### src/rtl/core/wsfe_pkg.sv
// Shared types and constants for the WebSocket frame encoder.
`timescale 1ns / 1ps

package wsfe_pkg;

  localparam int unsigned LenW  = 63;
  localparam int unsigned ByteW = 8;
  localparam int unsigned IdxW  = 4;

  localparam logic [ByteW-1:0] OpText      = 8'h81;
  localparam logic [ByteW-1:0] OpBinary    = 8'h82;
  localparam logic [ByteW-1:0] Len16Code   = 8'd126;
  localparam logic [ByteW-1:0] Len64Code   = 8'd127;
  localparam logic [LenW-1:0]  LenShortMax = 63'd125;
  localparam logic [LenW-1:0]  Len16Max    = 63'd65535;

  // What the work stage is emitting.
  typedef enum logic [1:0] {
    KindShort   = 2'd0,
    Kind16      = 2'd1,
    Kind64      = 2'd2,
    KindPayload = 2'd3
  } kind_e;

  typedef struct packed {
    kind_e             kind;
    logic              is_binary;
    logic [LenW-1:0]   len;
    logic [ByteW-1:0]  data;
    logic              frame_end;  // empty frame on header, final byte on payload
    logic              overrun;
  } wk_t;

  typedef struct packed {
    logic [ByteW-1:0] out_byte;
    logic             is_header;
    logic             frame_end;
    logic             run_last;
    logic             overrun;
  } res_t;

  // Index of the final beat for each kind.
  function automatic logic [IdxW-1:0] last_idx(kind_e kind);
    logic [IdxW-1:0] r;
    unique case (kind)
      KindShort:   r = 4'd1;
      Kind16:      r = 4'd3;
      Kind64:      r = 4'd9;
      KindPayload: r = 4'd0;
      default:     r = 4'd0;
    endcase
    return r;
  endfunction

endpackage

### src/rtl/core/wsfe_ifs.sv
// Valid/ready channel interfaces for input items and encoded bytes.
`timescale 1ns / 1ps

interface wsfe_in_if;
  logic        valid;
  logic        ready;
  logic        mode;
  logic        is_binary;
  logic [62:0] payload_length;
  logic [7:0]  data_byte;

  modport source (output valid, mode, is_binary, payload_length, data_byte, input ready);
  modport sink   (input valid, mode, is_binary, payload_length, data_byte, output ready);
endinterface

interface wsfe_out_if;
  logic       valid;
  logic       ready;
  logic [7:0] out_byte;
  logic       is_header;
  logic       frame_end;
  logic       run_last;
  logic       overrun;

  modport source (output valid, out_byte, is_header, frame_end, run_last, overrun, input ready);
  modport sink   (input valid, out_byte, is_header, frame_end, run_last, overrun, output ready);
endinterface

### src/rtl/core/wsfe_byte_sel.sv
// Picks the encoded byte and its flags for one beat of the work stage.
`timescale 1ns / 1ps

module wsfe_byte_sel
  import wsfe_pkg::*;
(
  input  wk_t             wk_i,
  input  logic [IdxW-1:0] idx_i,
  output res_t            res_o
);

  logic [63:0]      len64;
  logic [2:0]       bsel;
  logic [ByteW-1:0] hbyte;
  logic             last;

  assign len64 = {1'b0, wk_i.len};
  // big-endian byte of the 64-bit length: beat 2 is the top byte
  assign bsel  = 3'(4'd9 - idx_i);
  assign last  = (idx_i == last_idx(wk_i.kind));

  always_comb begin
    hbyte = '0;
    if (idx_i == 4'd0) begin
      hbyte = wk_i.is_binary ? OpBinary : OpText;
    end else if (idx_i == 4'd1) begin
      unique case (wk_i.kind)
        KindShort: hbyte = {1'b0, wk_i.len[6:0]};
        Kind16:    hbyte = Len16Code;
        Kind64:    hbyte = Len64Code;
        default:   hbyte = '0;
      endcase
    end else if (wk_i.kind == Kind16) begin
      hbyte = (idx_i == 4'd2) ? wk_i.len[15:8] : wk_i.len[7:0];
    end else begin
      hbyte = len64[{bsel, 3'b000} +: 8];
    end
  end

  always_comb begin
    if (wk_i.kind == KindPayload) begin
      res_o.out_byte  = wk_i.overrun ? '0 : wk_i.data;
      res_o.is_header = 1'b0;
      res_o.frame_end = wk_i.frame_end;
      res_o.run_last  = 1'b1;
      res_o.overrun   = wk_i.overrun;
    end else begin
      res_o.out_byte  = hbyte;
      res_o.is_header = 1'b1;
      res_o.frame_end = last & wk_i.frame_end;
      res_o.run_last  = last;
      res_o.overrun   = 1'b0;
    end
  end

endmodule

### src/rtl/core/websocket_frame_encoder.sv
// WebSocket frame encoder top level: unmasked RFC 6455 header plus payload pass-through.
// An accepted beat is registered in the work stage; its bytes then pass through the output register.
// Throughput: one output byte per cycle while the receiver is ready; a header beat yields
//   2, 4 or 10 bytes (inline, 16-bit or 64-bit length), a payload beat 1.
// Reset (async, active low) clears the byte counter and both valid flags.
`timescale 1ns / 1ps

module websocket_frame_encoder
  import wsfe_pkg::*;
(
  input  logic        clk_i,
  input  logic        rst_ni,
  wsfe_in_if.sink     in_i,
  wsfe_out_if.source  out_o
);

  // Work stage: holds one item while its beats are produced.
  logic            wk_valid_q;
  wk_t             wk_q, wk_d;
  logic [IdxW-1:0] idx_q;

  // Output register.
  logic            out_valid_q;
  res_t            out_q;

  // Payload bytes still owed to the current frame.
  logic [LenW-1:0] bytes_left_q, bytes_left_d;

  res_t sel_res;
  logic out_free;
  logic emit;
  logic wk_last;
  logic in_fire;

  wsfe_byte_sel u_sel (
    .wk_i  (wk_q),
    .idx_i (idx_q),
    .res_o (sel_res)
  );

  assign out_free   = !out_valid_q || out_o.ready;
  assign emit       = wk_valid_q && out_free;
  assign wk_last    = (idx_q == last_idx(wk_q.kind));
  // take a new item once the work stage is empty or handing off its last beat
  assign in_i.ready = !wk_valid_q || (emit && wk_last);
  assign in_fire    = in_i.valid && in_i.ready;

  // Decode the incoming item; the counter moves in accept order.
  always_comb begin
    wk_d           = wk_q;
    bytes_left_d   = bytes_left_q;
    wk_d.is_binary = in_i.is_binary;
    wk_d.len       = in_i.payload_length;
    wk_d.data      = in_i.data_byte;
    wk_d.overrun   = 1'b0;
    if (!in_i.mode) begin
      if (in_i.payload_length > Len16Max) begin
        wk_d.kind = Kind64;
      end else if (in_i.payload_length > LenShortMax) begin
        wk_d.kind = Kind16;
      end else begin
        wk_d.kind = KindShort;
      end
      wk_d.frame_end = (in_i.payload_length == '0);
      bytes_left_d   = in_i.payload_length;
    end else begin
      wk_d.kind      = KindPayload;
      wk_d.overrun   = (bytes_left_q == '0);
      wk_d.frame_end = (bytes_left_q == LenW'(1));
      if (bytes_left_q != '0) begin
        bytes_left_d = bytes_left_q - LenW'(1);
      end
    end
  end

  always_ff @(posedge clk_i or negedge rst_ni) begin
    if (!rst_ni) begin
      wk_valid_q   <= 1'b0;
      idx_q        <= '0;
      bytes_left_q <= '0;
    end else begin
      if (in_fire) begin
        wk_valid_q   <= 1'b1;
        idx_q        <= '0;
        bytes_left_q <= bytes_left_d;
      end else if (emit) begin
        if (wk_last) begin
          wk_valid_q <= 1'b0;
        end else begin
          idx_q <= idx_q + IdxW'(1);
        end
      end
    end
  end

  always_ff @(posedge clk_i) begin
    if (in_fire) begin
      wk_q <= wk_d;
    end
  end

  always_ff @(posedge clk_i or negedge rst_ni) begin
    if (!rst_ni) begin
      out_valid_q <= 1'b0;
    end else if (out_free) begin
      out_valid_q <= wk_valid_q;
    end
  end

  always_ff @(posedge clk_i) begin
    if (emit) begin
      out_q <= sel_res;
    end
  end

  assign out_o.valid     = out_valid_q;
  assign out_o.out_byte  = out_q.out_byte;
  assign out_o.is_header = out_q.is_header;
  assign out_o.frame_end = out_q.frame_end;
  assign out_o.run_last  = out_q.run_last;
  assign out_o.overrun   = out_q.overrun;

endmodule

### src/flat_wrapper.sv
// flat-port wrapper written by rule: the top's interface ports become plain ports
module websocket_frame_encoder_flat import wsfe_pkg::*;
  (clk_i, rst_ni, in_i_valid, in_i_mode, in_i_is_binary, in_i_payload_length, in_i_data_byte, in_i_ready, out_o_valid, out_o_out_byte, out_o_is_header, out_o_frame_end, out_o_run_last, out_o_overrun, out_o_ready);
  wsfe_in_if in_i_i ();
  wsfe_out_if out_o_i ();
  input  logic clk_i;
  input  logic rst_ni;
  input wire logic [$bits(in_i_i.valid)-1:0] in_i_valid;
  input wire logic [$bits(in_i_i.mode)-1:0] in_i_mode;
  input wire logic [$bits(in_i_i.is_binary)-1:0] in_i_is_binary;
  input wire logic [$bits(in_i_i.payload_length)-1:0] in_i_payload_length;
  input wire logic [$bits(in_i_i.data_byte)-1:0] in_i_data_byte;
  output wire logic [$bits(in_i_i.ready)-1:0] in_i_ready;
  output wire logic [$bits(out_o_i.valid)-1:0] out_o_valid;
  output wire logic [$bits(out_o_i.out_byte)-1:0] out_o_out_byte;
  output wire logic [$bits(out_o_i.is_header)-1:0] out_o_is_header;
  output wire logic [$bits(out_o_i.frame_end)-1:0] out_o_frame_end;
  output wire logic [$bits(out_o_i.run_last)-1:0] out_o_run_last;
  output wire logic [$bits(out_o_i.overrun)-1:0] out_o_overrun;
  input wire logic [$bits(out_o_i.ready)-1:0] out_o_ready;
  assign in_i_i.valid = in_i_valid;
  assign in_i_i.mode = in_i_mode;
  assign in_i_i.is_binary = in_i_is_binary;
  assign in_i_i.payload_length = in_i_payload_length;
  assign in_i_i.data_byte = in_i_data_byte;
  assign in_i_ready = in_i_i.ready;
  assign out_o_valid = out_o_i.valid;
  assign out_o_out_byte = out_o_i.out_byte;
  assign out_o_is_header = out_o_i.is_header;
  assign out_o_frame_end = out_o_i.frame_end;
  assign out_o_run_last = out_o_i.run_last;
  assign out_o_overrun = out_o_i.overrun;
  assign out_o_i.ready = out_o_ready;
  websocket_frame_encoder u_core (.clk_i(clk_i), .rst_ni(rst_ni), .in_i(in_i_i), .out_o(out_o_i));
endmodule
### config.mk
export PLATFORM = sky130hd
export DESIGN_NAME = websocket_frame_encoder_flat
export DESIGN_NICKNAME = d
export VERILOG_FILES = /design/src/rtl/core/wsfe_pkg.sv /design/src/rtl/core/wsfe_ifs.sv /design/src/rtl/core/wsfe_byte_sel.sv /design/src/rtl/core/websocket_frame_encoder.sv /design/src/flat_wrapper.sv
export SDC_FILE = /design/constraint.sdc
export NUM_CORES = 1
export LEC_CHECK = 0
export BUFFER_PORTS_ARGS = -buffer_cell sky130_fd_sc_hd__buf_4
export CORE_ASPECT_RATIO = 1.5
export CORE_MARGIN = 5
export CORE_UTILIZATION = 46
export DETAILED_ROUTE_END_ITERATION = 7
export GPL_ROUTABILITY_DRIVEN = 0
export GPL_TIMING_DRIVEN = 0
export PLACE_DENSITY_LB_ADDON = 0.15
export SLEW_MARGIN = 30
export SYNTH_ARGS = -nofsm -noshare
export SYNTH_HDL_FRONTEND = slang
export SYNTH_SLANG_ARGS = --single-unit
### constraint.sdc
create_clock -name clk_i -period 9.1 [get_ports clk_i]
set_input_delay 0.91 -clock clk_i [delete_from_list [all_inputs] [get_ports clk_i]]
set_output_delay 0.91 -clock clk_i [all_outputs]
set_load 0.01 [all_outputs]
# Word level (Yosys, flattened, before mapping)
# Index checks and enable logic that the tools add are counted.
word_totals:
  wordCells: 70
  inputBits: 77
  regBits: 157
  out_inout_bits: 14
classes:
  muxes: 20
  shifts: 1
  n_reduce_logical: 18
  addsub: 3
  magnitude_cmp: 2
  eq_ne: 9
  bitwise: 1
op_table:
  columns: ["op", "n"]
  rows:
  - ["$logic_not 63->1", 2]
  - ["$mux 63", 2]
  - ["$shiftx 64x7->8", 1]
  - ["$eq 63x1->1 const B", 1]
  - ["$gt 63x16->1 const B", 1]
  - ["$gt 63x7->1 const B", 1]
  - ["$reduce_bool 63->1", 1]
  - ["$sub 63x1->63 const B", 1]
  - ["$mux 8", 5]
  - ["$pmux 7 s3", 1]
  - ["$pmux 4 s4", 1]
  - ["$mux 12", 1]
  - ["$mux 4", 3]
  - ["$mux 1", 6]
  - ["$reduce_and 2->1", 3]
  - ["$add 4x1->4 const B", 1]
  - ["$eq 2x2->1 const B", 2]
  - ["$eq 4x1->1 const B", 1]
  - ["$eq 4x2->1 const B", 1]
  - ["$eq 4x4->1", 1]
  - ["$logic_not 4->1", 1]
  - ["$ne 2x1->1 const B", 2]
  - ["$reduce_bool 2->1", 2]
  - ["$logic_and 1x1->1", 3]
  - ["8 further kinds", 10]

# Depth between registers and ports, before layout
# Gate-level depths: netlist of run 1.
logic_depth:
  word_depth: 8
  ltp_mapped: 12
  ltp_nobuf: 8

# Modules after synthesis
# From an unflattened synthesis of run 1, not the netlist that was laid out.
unflattened:
  hier_cells: 822
  area_unflattened_um2: 8774.7
modules_own_cells:
  columns: ["module", "seq_area_each_um2", "cells_each", "instances", "area_each_um2"]
  rows:
  - ["websocket_frame_encoder", 4369.2, 710, 1, 7758.7]
  - ["wsfe_byte_sel", 0.0, 112, 1, 1016.0]

# Worst setup path after synthesis of run 1
# No wires, ideal clock.
synth_timing:
  kind: "reg2reg"
  from: "register u_core.wk_q[75] (netlist name)"
  to: "register u_core.bytes_left_q[59]"
  t_required_ps: 8963
  path_slack_ps: 4352
  path_stages_with_launch: 12
  period_less_slack_ps: 4748
  setup_time_ps: 137
  path_buffers: 3
  t_arrival_ps: 4611
  cell_sequence: "edfxtp_1 -> inv_1 -> ha_1 -> clkbuf_1 -> xor2_1 -> or4_1 -> clkbuf_1 -> o22ai_2 -> clkbuf_1 -> nand4b_1 -> o22ai_1 -> a21oi_1"
synth_via:
  elab_chain_len: 7
  elab_cells_between_ends: 10
  cone_classes: "eq/ne: 4; mux: 1; reduce/logical: 5"
synth_rtl:
  columns: ["item", "line", "text"]
  rows:
  - ["start, declared", "websocket_frame_encoder.sv:19", "wk_t wk_q, wk_d;"]
  - ["start signal, assigned", "websocket_frame_encoder.sv:98", "wk_q <= wk_d;"]
  - ["$eq 2x2->1, or another cell as far along", "wsfe_pkg.sv:45", "unique case (kind)"]
  - ["$pmux 4 s4 (*)", "wsfe_pkg.sv:45", null]
  - ["$eq 4x4->1 (*)", "websocket_frame_encoder.sv:43", "assign wk_last = (idx_q == last_idx(wk_q.kind));"]
  - ["$logic_and 1x1->1 (*)", "websocket_frame_encoder.sv:45", "assign in_i.ready = !wk_valid_q || (emit && wk_last);"]
  - ["$logic_or 1x1->1 (*)", "websocket_frame_encoder.sv:45", null]
  - ["$logic_and 1x1->1 (*)", "websocket_frame_encoder.sv:46", "assign in_fire = in_i.valid && in_i.ready;"]
  - ["net u_core.in_fire", "websocket_frame_encoder.sv:33", "logic in_fire;"]
  - ["$reduce_and 2->1 (no line) (*)", null, null]
  - ["end signal, assigned", "websocket_frame_encoder.sv:85", "bytes_left_q <= bytes_left_d;"]
  - ["end, declared", "websocket_frame_encoder.sv:27", "logic [LenW-1:0] bytes_left_q, bytes_left_d;"]
# Mark *: on every way through the listed nets, which the timed path passes. The rest lies on a longest branch. The select of a mux whose other input is x is not followed.
# A chain may end at the register's enable or synchronous reset.

# Worst setup path in the final report of run 1
layout_timing:
  from: "register u_core.bytes_left_q[0]"
  to: "register u_core.bytes_left_q[62]"
layout_via:
  elab_chain_len: 3
  elab_cells_between_ends: 6
  cone_classes: "add/sub: 1; eq/ne: 1; mux: 2; reduce/logical: 2"
layout_rtl:
  columns: ["item", "line"]
  rows:
  - ["$sub 63x1->63 / $reduce_bool 63->1 (equally long branches)", "websocket_frame_encoder.sv:71, websocket_frame_encoder.sv:70"]
  - ["$mux 63 / $ne 2x1->1 (equally long branches)", null]
  - ["$mux 63 / $reduce_and 2->1 (equally long branches)", null]
# Parallel ways exist; a longest one is shown, timed or not. The select of a mux whose other input is x is not followed.

==> results.py, run 1 <==
metrics = {
    "clock_tree": {
        "ctsResizeCount": 0,
        "cts_made_buffers": 17,
        "cts_tree": "done",
        "cts_buffer_depth": 2,
        "clockRootBuffer": "clkbuf_16",
        "htree_levels": 4,
        "cts.clk_slew.worst_paths_ns": 0.07,
        "postCtsSetupBuffers": 0,
        "clock_latency_ns": 0.43,
        "postCtsHoldBufs": 0,
        "clkSinkCount": 157,
    },
    "setup_path": {
        "crit_path_max_incr_delay_ns": 0.81,
        "worstRegToRegCells": 9,
        "r2r-end": "u_core.bytes_left_q[62]",
        "critPathArrivalTime_ns": 4.14,
        "worst_path_max_delay_cell": "nor4_1",
        "critPathLaunch": "u_core.bytes_left_q[0]",
        "crit_type": "reg2reg",
        "crit_chain": "inv_1, ha_1, or3b_2, nor4_1, nand4b_1, o21ai_2, clkbuf_1, o21ai_0, nand2_1",
        "r2r-start": "u_core.bytes_left_q[0]",
        "required_ns": 9.47,
        "crit_path_start_kind": "flop",
        "end_kind": "flop",
        "rrSetupSlack_ns": 5.32,
        "cp_max_fo": 10,
    },
    "global_route": {
        "grt.total_usage": 0.274,
        "antenna_found_initial": 0,
        "grt_pass1_wl_um": 43200,
        "grt_overflow_total": 0,
        "first_global_vias": 7521,
        "grt_start_max_net_pins": 70,
    },
    "power_and_ir_drop": {
        "pwr-share-seq": 0.422,
        "comb_power_share": 0.335,
        "p_per_area_nw_per_um2": 283,
        "vdd_drop_max_v": 0.000122,
        "internal-power_w": 0.00177,
        "p_sw_w": 0.00104,
        "p_clk_frac": 0.244,
        "switching_share": 0.370,
        "total_leakage_power_nw": 3.60,
    },
    "die": {
        "fp.dieArea_um2": 21000,
        "num_rows": 60,
        "die-height_um": 175,
        "io_pins": 91,
        "die_w_um": 120,
        "initial_core_util": 0.466,
        "core_um2": 17900,
    },
    "detailed_routing": {
        "dr_total_vias": 7543,
        "route.detailed.drc": 0,
        "wirelength_um": 28500,
        "routedWlPerCell_um": 25.0,
        "drtIter0Drc": 860,
        "final_antenna_net_count": 0,
        "drt-pass1-iter-count": 5,
        "vias_per_cell": 6.62,
    },
    "sta": {
        "fin_skew_ns": 0.0118,
        "final_hold_viol_count": 0,
        "rsz0062_at_grt": "false",
        "setup_tns_ns": 0,
        "setup_viol": 0,
        "maxSlewViolCount": 0,
        "fin_crit_ns": 3.78,
        "tightestPinTransition_ns": 1.05,
        "slew-limit-headroom": 0.295,
        "min_period_over_period": 0.415,
        "max_freq_mhz": 265,
    },
    "layout": {
        "utilization": 0.552,
        "diodes": 0,
        "n_fill_cell": 1591,
        "final_nets": 999,
        "drive_gt1_frac": 0.180,
        "synthToLayoutAreaGrowth_pct": 18.4,
    },
    "synthesis": {
        "synth-seq-area-share": 0.522,
        "synth_edf_count": 88,
        "ys.flop_type": "edfxtp_1",
        "netlist_area_um2": 8370,
        "ys_warn_count": 0,
        "synth.top_cells.by_area": "edfxtp_1 32%, dfrtp_1 21%, a21oi_1 4.8%, mux4_2 4.0%, nand2_1 4.0%",
        "synth_commonest_cells": "90 x nand2_1, 88 x edfxtp_1, 80 x a21oi_1",
        "yosysMostFrequentCell": "nand2_1",
        "synth_top_area_share": 0.316,
        "synth_seq_cells": 157,
        "syn_area_per_cell_um2": 10.4,
        "synthCells": 802,
        "yosys.area.top_type": "edfxtp_1",
        "synthArstFlopShare": 0.439,
        "syn_nets": 890,
        "yosysUniqueCellTypes": 65,
    },
    "run_status": {
        "status": "completed",
    },
    "job": {
        "maxCapViolations": 0,
    },
    "placement": {
        "port_buffers": 89,
        "post-dp-hpwl_um": 21300,
    },
    "worst_hold_path": {
        "min_path_type": "in2async",
    },
}
==> stage by stage <==
step / area (µm²) / hold slack, ns / total power [W] / setup slack [ns] / instances
floorplan: 8370 / 0.464 / 0.00179 / 4.35 / 802
global placement: 9310 / 0.502 / 0.00210 / 2.92 / 1108
detailed placement: 9340 / 0.504 / 0.00212 / 5.37 / 1109
CTS: 9900 / 0.524 / 0.00280 / 5.36 / 1140
global route: 9910 / 0.541 / 0.00296 / 5.12 / 1140
finish: 9910 / 0.489 / 0.00280 / 5.32 / 1140
==> area by class of cell <==
| type | count | area [µm²] | share of cell area |
|---|---|---|---|
| sequential | 157 | 4370 | 0.441 |
| multi-input combinational | 585 | 3780 | 0.381 |
| timing repair buffer | 90 | 692 | 0.0698 |
| clock buffer | 20 | 447 | 0.0451 |
| tap | 217 | 272 | 0.0274 |
| buffer | 45 | 184 | 0.0186 |
| clock inverter | 11 | 113 | 0.0114 |
| inverter | 15 | 56.3 | 0.00568 |
==> power groups by stage <==
stage               sequential [W]  combinational, W  clock, W
detailed placement         0.00119          0.000930         0
finish                     0.00118          0.000939  0.000683
global route               0.00120           0.00103  0.000726
CTS                        0.00118          0.000933  0.000695
floorplan                  0.00115          0.000647         0
global placement           0.00119          0.000913         0
==> worst max path at each step <==
stage | end | slack, ns
final | u_core.bytes_left_q[62] | 5.32
after global routing | u_core.bytes_left_q[46] | 5.12
after CTS | u_core.bytes_left_q[46] | 5.36
after detailed placement | u_core.bytes_left_q[46] | 5.37
after global placement | u_core.bytes_left_q[51] | 2.92
after floorplan | u_core.bytes_left_q[59] | 4.35
==> layer usage <==
layer	track usage	share of wire	up-vias
met4	0.155	0.058	0
met1	0.311	0.36	3652
li1	-	-	3338
met5	0	0	-
met3	0.0615	0.077	117
met2	0.471	0.51	436
==> kinds of logic after synthesis <==
group	share of synthesized area
mux	0.0477
flops	0.522
compound gates	0.184
buf+inv	0.0283
fa+ha+maj	0.0164
simple gates	0.198
xor+xnor	0.00314
==> layout by cell type, fill, tap and decap left out, types with 17 or more instances in the layout <==
cell type and n:
nor4_1 29, nand3_1 19, nand4_1 18, buf_4 88
dfrtp_1 69, clkbuf_16 17, a2bb2oi_1 19, o21ai_0 38
clkbuf_1 35, nand2_1 90, nor3_1 28, nor2_1 43
o22ai_1 36, edfxtp_1 88, a21oi_1 80
==> sequential cells by signal (all words and copies together) (netlist names) <==
| register | count |
|---|---|
| u_core.bytes_left_q | 63 |
| u_core.out_o.run_last | 1 |
| u_core.out_o.frame_end | 1 |
| u_core.wk_valid_q | 1 |
| u_core.wk_q | 76 |
| u_core.out_o.valid | 1 |
| u_core.idx_q | 4 |
| u_core.out_o.is_header | 1 |
| u_core.out_o.overrun | 1 |
| u_core.out_o.out_byte | 8 |
==> worst max-delay path: cells and delay by family, from the launching register on <==
kind            cells  cell delay (ns)
compound gates      2             0.61
fa+ha+maj           1             0.31
buf+inv             2             0.72
simple gates        4             1.68
flops               1             0.41
(Power assumes the default switching activity.)
==> run 2: changes to the inputs <==
clock period = 3.5 ns   (was 9.1 ns; I/O delays follow)
==> run 2 against run 1 <==
Wire length increased by 0.22%. Non-clock buffer count decreased by 1. Maximum frequency increased by 15%. Final cell count unchanged. Count of clock-buffer cells in the layout decreased by 3. Via count about the same. Global-route usage about the same. Sequential power increased to 2.6 times the previous value. Combinational power increased to 2.6 times the previous value. Clock power increased to 2.7 times the previous value.
==> results.py, run 2 (synthesis gave the netlist of run 1 again) <==
metrics = {
    "detailed_routing": {
        "routedWlPerCell_um": 25.1,
        "vias_per_cell": 6.61,
        "drt-pass1-iter-count": 6,
        "wirelength_um": 28600,
        "dr_total_vias": 7538,
        "route.detailed.drc": 0,
        "final_antenna_net_count": 0,
        "drtIter0Drc": 943,
    },
    "clock_tree": {
        "cts_buffer_depth": 2,
        "clock_latency_ns": 0.44,
        "cts.clk_slew.worst_paths_ns": 0.07,
        "cts_tree": "done",
        "clockRootBuffer": "clkbuf_16",
        "clkSinkCount": 157,
        "htree_levels": 4,
        "postCtsSetupBuffers": 0,
        "cts_made_buffers": 17,
    },
    "layout": {
        "diodes": 0,
        "final_common_cell": "nand2_1",
        "synthToLayoutAreaGrowth_pct": 18.8,
        "instances_no_fill": 1140,
        "layout_common_cells": "90 x nand2_1, 88 x buf_4, 88 x edfxtp_1, 80 x a21oi_1, 69 x dfrtp_1",
        "drive_gt1_frac": 0.190,
        "n_fill_cell": 1574,
        "largest_register": "u_core.wk_q",
        "largest_reg_flops": 76,
        "final_nets": 998,
    },
    "worst_hold_path": {
        "min_path_type": "in2reg",
    },
    "job": {
        "maxCapViolations": 0,
    },
    "setup_path": {
        "worstRegToRegCells": 11,
        "critPathLaunch": "u_core.wk_q[75]",
        "crit_path_max_incr_delay_ns": 0.47,
        "endpoint": "u_core.bytes_left_q[36]",
        "cp_num_cells": 11,
        "crit_type": "reg2reg",
        "crit_chain": "inv_1, ha_2, xor2_1, or4_1, clkbuf_1, o22ai_4, o21a_1, buf_2, buf_2, buf_2, a21oi_1",
        "critPathBufInv": 5,
        "required_ns": 3.81,
        "path_delay_family": "buffers and inverters",
        "crit_path_start_kind": "flop",
        "r2r-end": "u_core.bytes_left_q[36]",
        "r2r-start": "u_core.wk_q[75]",
        "worst_path_max_delay_cell": "or4_1",
        "path_common_cell": "buf_2",
        "rrSetupSlack_ns": 0.21,
        "cp_max_fo": 10,
        "critPathArrivalTime_ns": 3.60,
        "end_kind": "flop",
    },
    "sta": {
        "final_hold_viol_count": 0,
        "rsz0062_at_grt": "false",
        "fin_crit_ns": 3.29,
        "slew-limit-headroom": 0.326,
        "maxSlewViolCount": 0,
        "max_freq_mhz": 304,
        "setup_tns_ns": 0,
        "setup_viol": 0,
        "tightestPinTransition_ns": 1.00,
        "fin_skew_ns": 0.00680,
        "min_period_over_period": 0.940,
    },
    "global_route": {
        "first_global_vias": 7279,
        "grt_start_max_net_pins": 86,
        "grt_pass1_wl_um": 43100,
        "antenna_found_initial": 0,
        "grt_overflow_total": 0,
        "grt.total_usage": 0.274,
    },
    "placement": {
        "post-dp-hpwl_um": 21200,
        "placed_cells": 1108,
        "port_buffers": 89,
    },
    "power_and_ir_drop": {
        "p_total_w": 0.00735,
        "vdd_drop_max_v": 0.000289,
        "p_per_area_nw_per_um2": 740,
        "total_leakage_power_nw": 3.61,
    },
    "run_status": {
        "status": "completed",
    },
    "die": {
        "io_pins": 91,
        "core_um2": 17900,
        "die_w_um": 120,
        "fp.dieArea_um2": 21000,
        "num_rows": 60,
        "die-height_um": 175,
        "initial_core_util": 0.466,
    },
}
[run 2: cell types whose count changed in the layout (fill, tap and decap cells not counted), sizes merged]
cell,previous run,this run
clkbuf,54,50
clkinvlp,4,2
buf,101,100
dlygate4sd3,0,1
clkinv,5,8
inv,16,19
[run 2: cell type report]
cell class	instances	area [µm²]	area share
clock inverter	15	158	0.0159
inverter	15	56.3	0.00566
clock buffer	17	425	0.0428
tap	217	272	0.0273
multi-input combinational	585	3790	0.381
buffer	44	193	0.0194
sequential	157	4370	0.440
timing repair buffer	90	682	0.0686
[run 2: worst min-delay path by stage]
stage | from | endpoint | slack [ns] | cells past startpoint
floorplan | rst_ni | u_core.bytes_left_q[0] | 0.05 | 0
global placement | u_core.bytes_left_q[62] | u_core.bytes_left_q[62] | 0.49 | 2
detailed placement | rst_ni | u_core.idx_q[2] | 0.44 | 1
CTS | in_i_data_byte[3] | u_core.wk_q[5] | 0.08 | 1
global route | in_i_data_byte[5] | u_core.wk_q[7] | 0.08 | 1
finish | in_i_data_byte[5] | u_core.wk_q[7] | 0.09 | 1
[run 2: repair_timing]
action                                  CTS  global route
hold buffers                              1             0
endpoints found under the setup margin   55            51
hold endpoints to repair                 66             0
gates resized for setup                   3             9
[run 2: stage by stage]
stage               cell area, µm²  hold WS, ns   util  setup WS, ns
floorplan                     8370       0.0544      -         0.382
global placement              9310        0.493  0.519        -0.367
global route                  9940       0.0791  0.554        0.0280
detailed placement            9330        0.442  0.520        -0.184
CTS                           9940       0.0821  0.554        0.0252
finish                        9940       0.0882  0.554         0.210
[run 2: per-layer routing]
metal  track usage  vias to the layer above  share of wire
met5             0                        -              0
met4         0.151                        0          0.062
met3        0.0544                      129          0.079
met2         0.464                      424           0.50
met1         0.324                     3634           0.36
li1              -                     3351              -
[run 2: report_power, final]
part	switching (W)	total (W)	leakage, nW	internal, W
Clock	0.000837	0.00184	0.279	0.00100
Combinational	0.00138	0.00243	1.71	0.00105
Sequential	0.000543	0.00308	1.62	0.00254
